File: src/sv/b58id_pkg.sv
// ----------------------------------------------------------------------------
// b58id_pkg
// Constants, tables and helpers shared by the base-58 ID codec pipeline.
// ----------------------------------------------------------------------------
`default_nettype none

package b58id_pkg;

  localparam int CODE_LEN = 10;
  localparam int RADIX    = 58;
  localparam int ID_W     = 30;
  localparam int CHAR_W   = 8;
  localparam int DIG_W    = 6;
  localparam int LO_DIGS  = 5;
  localparam int TDATA_W  = 112;

  localparam logic [ID_W-1:0] XOR_MASK   = 30'h0A93B324;
  localparam logic [63:0]     ADD_OFFSET = 64'd100618342136696320;
  localparam logic [63:0]     P5         = 64'd656356768;
  localparam logic [ID_W:0]   P5_X1      = 31'(P5);
  localparam logic [ID_W:0]   P5_X2      = 31'(P5 * 64'd2);
  localparam logic [ID_W-1:0] OFF_LO5    = 30'(ADD_OFFSET % P5);
  localparam logic [63:0]     OFF_HI5    = ADD_OFFSET / P5;
  localparam logic [ID_W-1:0] OFF_LO30   = ADD_OFFSET[ID_W-1:0];

  // floor(n / 58) == (n * RECIP58) >> 36 for every n below 2^30
  localparam logic [30:0] RECIP58 = 31'd1184818565;

  localparam logic [3:0] POS_POWER [CODE_LEN] = '{
    4'd6, 4'd2, 4'd4, 4'd8, 4'd5, 4'd9, 4'd3, 4'd7, 4'd1, 4'd0
  };

  localparam logic [CHAR_W-1:0] SYMBOLS [RADIX] = '{
    "1","2","3","4","5","6","7","8","9","A","B","C","D","E","F","G","H","J",
    "K","L","M","N","P","Q","R","S","T","U","V","W","X","Y","Z","a","b","c",
    "d","e","f","g","h","i","j","k","m","n","o","p","q","r","s","t","u","v",
    "w","x","y","z"
  };

  localparam logic [DIG_W-1:0] SYMBOL_VALUE [RADIX] = '{
    6'd13, 6'd12, 6'd46, 6'd31, 6'd43, 6'd18, 6'd40, 6'd28, 6'd5,  6'd54,
    6'd20, 6'd15, 6'd8,  6'd39, 6'd57, 6'd45, 6'd36, 6'd38, 6'd51, 6'd42,
    6'd49, 6'd52, 6'd53, 6'd7,  6'd4,  6'd9,  6'd50, 6'd10, 6'd44, 6'd34,
    6'd6,  6'd25, 6'd1,  6'd26, 6'd29, 6'd56, 6'd3,  6'd24, 6'd0,  6'd47,
    6'd27, 6'd22, 6'd41, 6'd16, 6'd11, 6'd37, 6'd2,  6'd35, 6'd21, 6'd17,
    6'd33, 6'd30, 6'd48, 6'd23, 6'd55, 6'd32, 6'd14, 6'd19
  };

  typedef struct packed {
    logic                           func;
    logic [1:0]                     hq;
    logic [LO_DIGS-1:0][DIG_W-1:0]  dig;
    logic [ID_W-1:0]                number;
    logic                           bad;
  } b58id_mid_t;

  function automatic logic [CHAR_W-1:0] sym_of_val(input logic [DIG_W-1:0] v);
    logic [CHAR_W-1:0] s;
    s = '0;
    for (int i = 0; i < RADIX; i++) begin
      if (SYMBOL_VALUE[i] == v) s = SYMBOLS[i];
    end
    return s;
  endfunction

  function automatic logic [DIG_W-1:0] char_value(input logic [CHAR_W-1:0] c);
    logic [DIG_W-1:0] v;
    v = '0;
    for (int i = 0; i < RADIX; i++) begin
      if (SYMBOLS[i] == c) v = SYMBOL_VALUE[i];
    end
    return v;
  endfunction

  function automatic logic char_known(input logic [CHAR_W-1:0] c);
    logic k;
    k = 1'b0;
    for (int i = 0; i < RADIX; i++) begin
      if (SYMBOLS[i] == c) k = 1'b1;
    end
    return k;
  endfunction

  function automatic logic [24:0] div58(input logic [ID_W-1:0] n);
    logic [60:0] p;
    p = 61'(n) * 61'(RECIP58);
    return p[60:36];
  endfunction

  function automatic logic [DIG_W-1:0] rem58(input logic [ID_W-1:0] n,
                                             input logic [24:0] q);
    logic [ID_W-1:0] t;
    t = n - 30'(q) * 30'd58;
    return t[DIG_W-1:0];
  endfunction

  function automatic logic [ID_W-1:0] pos_weight(input int p);
    logic [63:0] r;
    r = 64'd1;
    for (int i = 0; i < CODE_LEN; i++) begin
      if (i < int'(POS_POWER[p])) r = r * 64'd58;
    end
    return r[ID_W-1:0];
  endfunction

  function automatic logic [CHAR_W-1:0] hi_sym(input int q, input int j);
    logic [63:0] v;
    v = OFF_HI5 + 64'(q);
    for (int i = 0; i < LO_DIGS; i++) begin
      if (i < j) v = v / 64'd58;
    end
    return sym_of_val(6'(v % 64'd58));
  endfunction

  localparam logic [ID_W-1:0] POS_WEIGHT [CODE_LEN] = '{
    pos_weight(0), pos_weight(1), pos_weight(2), pos_weight(3), pos_weight(4),
    pos_weight(5), pos_weight(6), pos_weight(7), pos_weight(8), pos_weight(9)
  };

  // symbols of the upper five digits, by carry out of the lower five
  localparam logic [CHAR_W-1:0] HI_SYM [4][LO_DIGS] = '{
    '{hi_sym(0, 0), hi_sym(0, 1), hi_sym(0, 2), hi_sym(0, 3), hi_sym(0, 4)},
    '{hi_sym(1, 0), hi_sym(1, 1), hi_sym(1, 2), hi_sym(1, 3), hi_sym(1, 4)},
    '{hi_sym(2, 0), hi_sym(2, 1), hi_sym(2, 2), hi_sym(2, 3), hi_sym(2, 4)},
    '{hi_sym(3, 0), hi_sym(3, 1), hi_sym(3, 2), hi_sym(3, 3), hi_sym(3, 4)}
  };

endpackage

`default_nettype wire

File: src/sv/b58id_out_stage.sv
// ----------------------------------------------------------------------------
// b58id_out_stage
// Final stage: digit permutation, symbol mapping and the output register.
// ----------------------------------------------------------------------------
`default_nettype none

module b58id_out_stage import b58id_pkg::*; (
  input  wire logic               clk_i,
  input  wire logic               rst_ni,
  input  wire logic               mid_valid_i,
  output logic                    mid_ready_o,
  input  wire b58id_mid_t         mid_i,
  output logic                    m_axis_tvalid_o,
  input  wire logic               m_axis_tready_i,
  // result_number[29:0], out_char_0..out_char_9 [109:30], zero [111:110]
  output logic [TDATA_W-1:0]      m_axis_tdata_o,
  // bad_symbol
  output logic                    m_axis_tuser_o
);

  logic                 valid_q;
  logic [TDATA_W-1:0]   tdata_d, tdata_q;
  logic                 tuser_d, tuser_q;

  always_comb begin
    logic [CHAR_W-1:0] ch;
    logic [3:0]        k;
    tdata_d = '0;
    tdata_d[ID_W-1:0] = mid_i.func ? mid_i.number : '0;
    for (int p = 0; p < CODE_LEN; p++) begin
      k = POS_POWER[p];
      if (k < 4'(LO_DIGS)) begin
        ch = sym_of_val(mid_i.dig[k[2:0]]);
      end else begin
        ch = HI_SYM[mid_i.hq][3'(k - 4'(LO_DIGS))];
      end
      tdata_d[ID_W + CHAR_W*p +: CHAR_W] = mid_i.func ? '0 : ch;
    end
    tuser_d = mid_i.func & mid_i.bad;
  end

  assign mid_ready_o = !valid_q || m_axis_tready_i;

  always_ff @(posedge clk_i or negedge rst_ni) begin
    if (!rst_ni) begin
      valid_q <= 1'b0;
    end else if (mid_ready_o) begin
      valid_q <= mid_valid_i;
    end
  end

  always_ff @(posedge clk_i) begin
    if (mid_ready_o && mid_valid_i) begin
      tdata_q <= tdata_d;
      tuser_q <= tuser_d;
    end
  end

  assign m_axis_tvalid_o = valid_q;
  assign m_axis_tdata_o  = tdata_q;
  assign m_axis_tuser_o  = tuser_q;

endmodule

`default_nettype wire

File: src/sv/base58_permuted_id_codec_core.sv
// ----------------------------------------------------------------------------
// base58_permuted_id_codec_core
// Numeric ID <-> ten-character base-58 code, pipelined in both directions.
// ----------------------------------------------------------------------------
// channel   dir  tdata                                   tuser
// s_axis    in   id_number[29:0], code_char_0..9 [109:30] func
// m_axis    out  result_number[29:0], out_char_0..9       bad_symbol
//
// One transfer per cycle, in either direction, while m_axis is not stalled.
// The depth is set by the chain of divide-by-58 stages (one reciprocal
// multiply each) that peel off the five low digits; the upper five come
// from a table indexed by the carry out of the low part.
// Reset clears the stage valid bits only. Each stage stalls on its own, so
// bubbles close up behind a stalled output.
// ----------------------------------------------------------------------------
`default_nettype none

module base58_permuted_id_codec_core import b58id_pkg::*; (
  input  wire logic               clk_i,
  input  wire logic               rst_ni,
  input  wire logic               s_axis_tvalid_i,
  output logic                    s_axis_tready_o,
  // id_number[29:0], code_char_0..code_char_9 [109:30], zero [111:110]
  input  wire logic [TDATA_W-1:0] s_axis_tdata_i,
  // func
  input  wire logic               s_axis_tuser_i,
  output logic                    m_axis_tvalid_o,
  input  wire logic               m_axis_tready_i,
  // result_number[29:0], out_char_0..out_char_9 [109:30], zero [111:110]
  output logic [TDATA_W-1:0]      m_axis_tdata_o,
  // bad_symbol
  output logic                    m_axis_tuser_o
);

  logic v1_q, v2_q, v3_q, v4_q, v5_q;
  logic rdy1, rdy2, rdy3, rdy4, rdy5, out_rdy;

  assign rdy5 = !v5_q || out_rdy;
  assign rdy4 = !v4_q || rdy5;
  assign rdy3 = !v3_q || rdy4;
  assign rdy2 = !v2_q || rdy3;
  assign rdy1 = !v1_q || rdy2;
  assign s_axis_tready_o = rdy1;

  always_ff @(posedge clk_i or negedge rst_ni) begin
    if (!rst_ni) begin
      v1_q <= 1'b0;
      v2_q <= 1'b0;
      v3_q <= 1'b0;
      v4_q <= 1'b0;
      v5_q <= 1'b0;
    end else begin
      if (rdy1) v1_q <= s_axis_tvalid_i;
      if (rdy2) v2_q <= v1_q;
      if (rdy3) v3_q <= v2_q;
      if (rdy4) v4_q <= v3_q;
      if (rdy5) v5_q <= v4_q;
    end
  end

  // stage 1: mask, add low offset, split carry; character lookup
  logic                         f1_q, bad1_d, bad1_q;
  logic [1:0]                   hq1_d, hq1_q;
  logic [ID_W-1:0]              r1_d, r1_q;
  logic [CODE_LEN-1:0][DIG_W-1:0] val1_d, val1_q;

  always_comb begin
    logic [ID_W-1:0]   x;
    logic [ID_W:0]     s;
    logic [CHAR_W-1:0] c;
    logic              miss;
    x = s_axis_tdata_i[ID_W-1:0] ^ XOR_MASK;
    s = {1'b0, x} + {1'b0, OFF_LO5};
    if (s >= P5_X2) begin
      hq1_d = 2'd2;
      r1_d  = 30'(s - P5_X2);
    end else if (s >= P5_X1) begin
      hq1_d = 2'd1;
      r1_d  = 30'(s - P5_X1);
    end else begin
      hq1_d = 2'd0;
      r1_d  = s[ID_W-1:0];
    end
    miss = 1'b0;
    for (int p = 0; p < CODE_LEN; p++) begin
      c = s_axis_tdata_i[ID_W + CHAR_W*p +: CHAR_W];
      val1_d[p] = char_value(c);
      miss = miss | !char_known(c);
    end
    bad1_d = s_axis_tuser_i & miss;
  end

  always_ff @(posedge clk_i) begin
    if (rdy1) begin
      f1_q   <= s_axis_tuser_i;
      hq1_q  <= hq1_d;
      r1_q   <= r1_d;
      val1_q <= val1_d;
      bad1_q <= bad1_d;
    end
  end

  // stage 2: digit 0; weighted products
  logic                           f2_q, bad2_q;
  logic [1:0]                     hq2_q;
  logic [23:0]                    n2_q;
  logic [LO_DIGS-1:0][DIG_W-1:0]  dig2_d, dig2_q;
  logic [CODE_LEN-1:0][ID_W-1:0]  prod2_d, prod2_q;
  logic [24:0]                    q2;

  always_comb begin
    q2 = div58(r1_q);
    dig2_d = '0;
    dig2_d[0] = rem58(r1_q, q2);
    for (int p = 0; p < CODE_LEN; p++) begin
      prod2_d[p] = 30'(36'(val1_q[p]) * 36'(POS_WEIGHT[p]));
    end
  end

  always_ff @(posedge clk_i) begin
    if (rdy2) begin
      f2_q    <= f1_q;
      bad2_q  <= bad1_q;
      hq2_q   <= hq1_q;
      n2_q    <= q2[23:0];
      dig2_q  <= dig2_d;
      prod2_q <= prod2_d;
    end
  end

  // stage 3: digit 1; pair sums
  logic                           f3_q, bad3_q;
  logic [1:0]                     hq3_q;
  logic [17:0]                    n3_q;
  logic [LO_DIGS-1:0][DIG_W-1:0]  dig3_d, dig3_q;
  logic [4:0][ID_W-1:0]           sum3_d, sum3_q;
  logic [24:0]                    q3;

  always_comb begin
    q3 = div58(30'(n2_q));
    dig3_d = dig2_q;
    dig3_d[1] = rem58(30'(n2_q), q3);
    for (int i = 0; i < 5; i++) begin
      sum3_d[i] = prod2_q[2*i] + prod2_q[2*i+1];
    end
  end

  always_ff @(posedge clk_i) begin
    if (rdy3) begin
      f3_q   <= f2_q;
      bad3_q <= bad2_q;
      hq3_q  <= hq2_q;
      n3_q   <= q3[17:0];
      dig3_q <= dig3_d;
      sum3_q <= sum3_d;
    end
  end

  // stage 4: digit 2; two partial sums
  logic                           f4_q, bad4_q;
  logic [1:0]                     hq4_q;
  logic [11:0]                    n4_q;
  logic [LO_DIGS-1:0][DIG_W-1:0]  dig4_d, dig4_q;
  logic [ID_W-1:0]                sa4_q, sb4_q;
  logic [24:0]                    q4;

  always_comb begin
    q4 = div58(30'(n3_q));
    dig4_d = dig3_q;
    dig4_d[2] = rem58(30'(n3_q), q4);
  end

  always_ff @(posedge clk_i) begin
    if (rdy4) begin
      f4_q   <= f3_q;
      bad4_q <= bad3_q;
      hq4_q  <= hq3_q;
      n4_q   <= q4[11:0];
      dig4_q <= dig4_d;
      sa4_q  <= sum3_q[0] + sum3_q[1] + sum3_q[2];
      sb4_q  <= sum3_q[3] + sum3_q[4];
    end
  end

  // stage 5: digits 3 and 4; offset removal
  b58id_mid_t mid_d, mid_q;
  logic [24:0] q5;

  always_comb begin
    q5 = div58(30'(n4_q));
    mid_d.func   = f4_q;
    mid_d.bad    = bad4_q;
    mid_d.hq     = hq4_q;
    mid_d.dig    = dig4_q;
    mid_d.dig[3] = rem58(30'(n4_q), q5);
    mid_d.dig[4] = q5[DIG_W-1:0];
    mid_d.number = (sa4_q + sb4_q - OFF_LO30) ^ XOR_MASK;
  end

  always_ff @(posedge clk_i) begin
    if (rdy5) begin
      mid_q <= mid_d;
    end
  end

  b58id_out_stage u_out (
    .clk_i           (clk_i),
    .rst_ni          (rst_ni),
    .mid_valid_i     (v5_q),
    .mid_ready_o     (out_rdy),
    .mid_i           (mid_q),
    .m_axis_tvalid_o (m_axis_tvalid_o),
    .m_axis_tready_i (m_axis_tready_i),
    .m_axis_tdata_o  (m_axis_tdata_o),
    .m_axis_tuser_o  (m_axis_tuser_o)
  );

  // carry out of the low five digits never exceeds two
  a_hq_range: assert property (@(posedge clk_i) disable iff (!rst_ni)
    v5_q |-> (mid_q.hq != 2'd3))
    else $error("carry out of low digits out of range");

  // input back-pressure only when every stage is occupied
  a_full_stall: assert property (@(posedge clk_i) disable iff (!rst_ni)
    !s_axis_tready_o |-> (v1_q && v2_q && v3_q && v4_q && v5_q && m_axis_tvalid_o))
    else $error("input stalled with a bubble in the pipeline");

  // a bad-symbol flag only comes with a decode result
  a_bad_decode: assert property (@(posedge clk_i) disable iff (!rst_ni)
    (m_axis_tvalid_o && m_axis_tuser_o) |-> (m_axis_tdata_o[109:30] == '0))
    else $error("bad-symbol flag on an encode result");

  // encode results carry no number
  a_enc_no_num: assert property (@(posedge clk_i) disable iff (!rst_ni)
    (m_axis_tvalid_o && m_axis_tdata_o[37:30] != '0) |->
      (m_axis_tdata_o[29:0] == '0 && !m_axis_tuser_o))
    else $error("encode result with number or flag set");

endmodule

`default_nettype wire
File: config.mk
export PLATFORM = sky130hd
export DESIGN_NAME = base58_permuted_id_codec_core
export DESIGN_NICKNAME = d
export VERILOG_FILES = /design/src/sv/b58id_pkg.sv /design/src/sv/b58id_out_stage.sv /design/src/sv/base58_permuted_id_codec_core.sv
export SDC_FILE = /design/constraint.sdc
export NUM_CORES = 2
export LEC_CHECK = 0
export BUFFER_PORTS_ARGS = -buffer_cell sky130_fd_sc_hd__buf_4
export CAP_MARGIN = 10
export CORE_ASPECT_RATIO = 1.4
export CORE_UTILIZATION = 50
export DETAILED_ROUTE_END_ITERATION = 8
export PLACE_DENSITY = 0.69
export SLEW_MARGIN = 20
export SYNTH_ARGS = -nofsm -noshare
export SYNTH_HDL_FRONTEND = slang
export SYNTH_SLANG_ARGS = --single-unit
File: constraint.sdc
create_clock -name clk_i -period 8.8 [get_ports clk_i]
set_input_delay 1.76 -clock clk_i [delete_from_list [all_inputs] [get_ports clk_i]]
set_output_delay 1.76 -clock clk_i [all_outputs]
set_load 0.02 [all_outputs]
==> flow_summary.yaml <==
run_status:
  status: "finished clean"
finish:
  fill_cells: 16570
  seq_area_um2: 21290
  drive_gt1_share_pct: 5.736
  layout_commonest_cell: "inv_1"
  area_growth_pct: 7.538
  multi_input_area_um2: 64770
  final_cell_mix: "1794 x inv_1, 1479 x ha_1, 1034 x fa_1"
  nNetsFinal: 12390
  finalInstanceArea_um2: 101100
  post-route-util_pct: 54.07
cts:
  clockRootBuffer: "clkbuf_16"
  clk_latency_ns: 0.73
  cts_tree: "built"
  cts_sinks: 710
  clockBufferDepth: 3
  htreeDepth: 3
  numCtsBuffers: 80
  clk_pin_slew_ns: 0.08
grt:
  grt_pass1_wl_um: 392200
  first_global_vias: 72380
  antenna_found_initial: 14
  overflow: 0
  grt_max_degree: 95
  grtUsageTotal_pct: 26.24
die:
  io_pins: 232
  die_x_um: 368.5
  core_um2: 187000
  dieHeight_um: 515.1
  start_util_pct: 50.28
  rows: 188
  fp.dieArea_um2: 189800
setup_path:
  cpMaxStageDelayCell: "fa_1"
  critPathMaxFanout: 4
  crit_type: "flop to flop"
  endpoint_kind: "flop"
  critPathArrivalTime_ns: 9.09
  cp.required_ns: 9.26
  critical_path.startpoint_type: "flop"
  crit_path_frequent_cell: "fa_1"
  cp_slowest_stage_delay_ns: 0.54
routing:
  highest_layer: "met5"
  drt_iter0_markers: 5212
  drc: 0
  wl_per_cell_um: 20.15
  vias: 69570
  wl_um: 247700
  viasPerCell: 5.660
  wl_met1_um: 95550
  route.met2.wl_um: 127300
  ant_nets: 0
  wl_met3_um: 10910
  dr.pass1.iters: 8
yosys:
  synth_edf_count: 704
  synth-xor-area-share_pct: 4.155
  synth_compound_area_share_pct: 12.20
  syn_inst: 9665
  async_flop_share_pct: 0.8451
  synth_fa_ha_area_share_pct: 41.79
  seq_area_frac_synth_pct: 22.64
  synth_simple_gate_area_share_pct: 10.27
  ys_warn_count: 0
  synthesis.area_um2: 94020
  synth.avg_cell_area_um2: 9.728
  synthFlopType: "edfxtp_1"
  synth_top_family_by_area: "adder cells"
  ys_ff_latch: 710
  synth_mux_area_share_pct: 0.1730
  ys_types: 102
sta:
  final-setup-viol-count: 0
  fin_hold_ws_ns: 0.3871
  worstMarginPinSlew_ns: 1.101
  period_share_pct: 98.04
  hold_viol_final: 0
  fin_tns_setup_ns: 0
  skew_ns: 0.04822
  grt_setup_unrepaired: "yes"
  max_freq_mhz: 115.9
  period_needed_ns: 8.627
  slew_viol_final: 0
  slew_headroom_pct: 26.39
placed_design:
  hpwlAfterDp_um: 205500
  gp_congestion: 0.9765
  portBuffers: 202
  post_dp_cell_area_um2: 98230
run:
  drv_cap: 0
worst_hold_path:
  hp-class: "flop to flop"
through the flow:
stage               worst slack [ns]  cells
finish                        0.1726  12290
global route                 -0.1883  12290
detailed placement          -0.02682  12140
CTS                         0.007849  12280
floorplan                     0.4059   9691
global placement             0.04189  12140
area by class of cell:
| type | count | area share (%) |
|---|---|---|
| Antenna cell | 7 | 0.01733 |
| Inverter | 1800 | 6.690 |
| Multi-Input combinational cell | 6831 | 64.07 |
| Clock buffer | 89 | 2.013 |
| Sequential cell | 710 | 21.06 |
| Clock inverter | 56 | 0.6497 |
| Timing Repair Buffer | 329 | 2.450 |
| Tap cell | 2470 | 3.057 |
what timing repair did:
item | CTS | global route
resized for setup | 3 | 28
hold buffers | 0 | 0
pin swaps | 1 | 35
endpoints found under the setup margin | 2 | 2
setup buffers | 1 | 4
logic make-up after synthesis:
| group | after synthesis |
|---|---|
| other | 1 |
| flip-flops | 710 |
| adder cells (fa/ha/maj) | 2519 |
| XOR/XNOR | 446 |
| AND/OR/NAND/NOR | 2020 |
| AO/OA/AOI/OAI | 1803 |
| buffers and inverters | 2150 |
| multiplexers | 16 |
critical path, delay by kind of cell (launching register included):
family / cells / cell delay (ns)
compound gates: 6 / 0.82
xor+xnor: 4 / 0.56
fa+ha+maj: 12 / 4.86
buf+inv: 6 / 0.62
flops: 1 / 0.53
simple gates: 6 / 0.98
path summary, 6_finish.rpt:
check                       startpoint   endpoint  slack, ns  cells after the start
max in group asynchronous       rst_ni       v2_q       7.76                      1
hold / removal             prod2_q[34]  sum3_q[4]       0.39                      0
setup / recovery               r1_q[4]  dig2_q[5]       0.17                     34
hold reg to reg            prod2_q[34]  sum3_q[4]       0.39                      0
min in group asynchronous       rst_ni       v5_q       0.88                      1
setup reg to reg               r1_q[4]  dig2_q[5]       0.17                     34
cell usage after synthesis (18+ instances only):
cell / instances / area share (%)
nand3_1: 135 / 0.72
o21a_1: 33 / 0.26
o41ai_1: 18 / 0.17
nand4_1: 51 / 0.34
and2_1: 64 / 0.43
nor2b_1: 115 / 0.77
o21bai_1: 38 / 0.30
a31oi_1: 87 / 0.58
o31ai_1: 31 / 0.25
or2_2: 42 / 0.28
nor2_1: 595 / 2.4
a221oi_1: 19 / 0.18
a2111oi_0: 25 / 0.23
a22oi_1: 35 / 0.28
xor2_1: 116 / 1.1
nand3b_1: 24 / 0.19
o311ai_0: 18 / 0.17
and3_1: 55 / 0.37
or4_1: 19 / 0.15
clkbuf_1: 251 / 1.0
o211ai_1: 39 / 0.31
o31a_1: 18 / 0.17
a21boi_0: 34 / 0.27
a21oi_1: 479 / 2.5
edfxtp_1: 704 / 22
xnor2_1: 330 / 3.1
buf_1: 54 / 0.22
inv_1: 1796 / 7.2
nor3_1: 211 / 1.1
o2111ai_1: 18 / 0.17
a21o_1: 117 / 0.93
a211oi_1: 55 / 0.44
o22ai_1: 85 / 0.57
nor4_1: 34 / 0.23
nand2_1: 488 / 1.9
o21ai_0: 467 / 2.5
buf_4: 42 / 0.34
ha_1: 1482 / 20
nand2b_1: 93 / 0.62
fa_1: 1036 / 22
or3_1: 44 / 0.29
flip-flops by register name, indices dropped and copies added, names as in the netlist, 6 cells and up:
name,flops
prod2_q,195
sum3_q,119
u_out.m_axis_tdata_o,71
mid_q,64
val1_q,60
r1_q,30
sb4_q,30
sa4_q,28
n2_q,24
dig4_q,18
n3_q,18
dig3_q,12
n4_q,12
dig2_q,6
layer usage:
layer	up-vias	track usage, %
met4	6	13.64
met5	-	0
li1	32880	-
met3	604	2.617
met2	2136	47.73
met1	33950	30.33
Power is not shown: default switching activity piles up to over one toggle a cycle in this logic, so the estimate is an artifact.
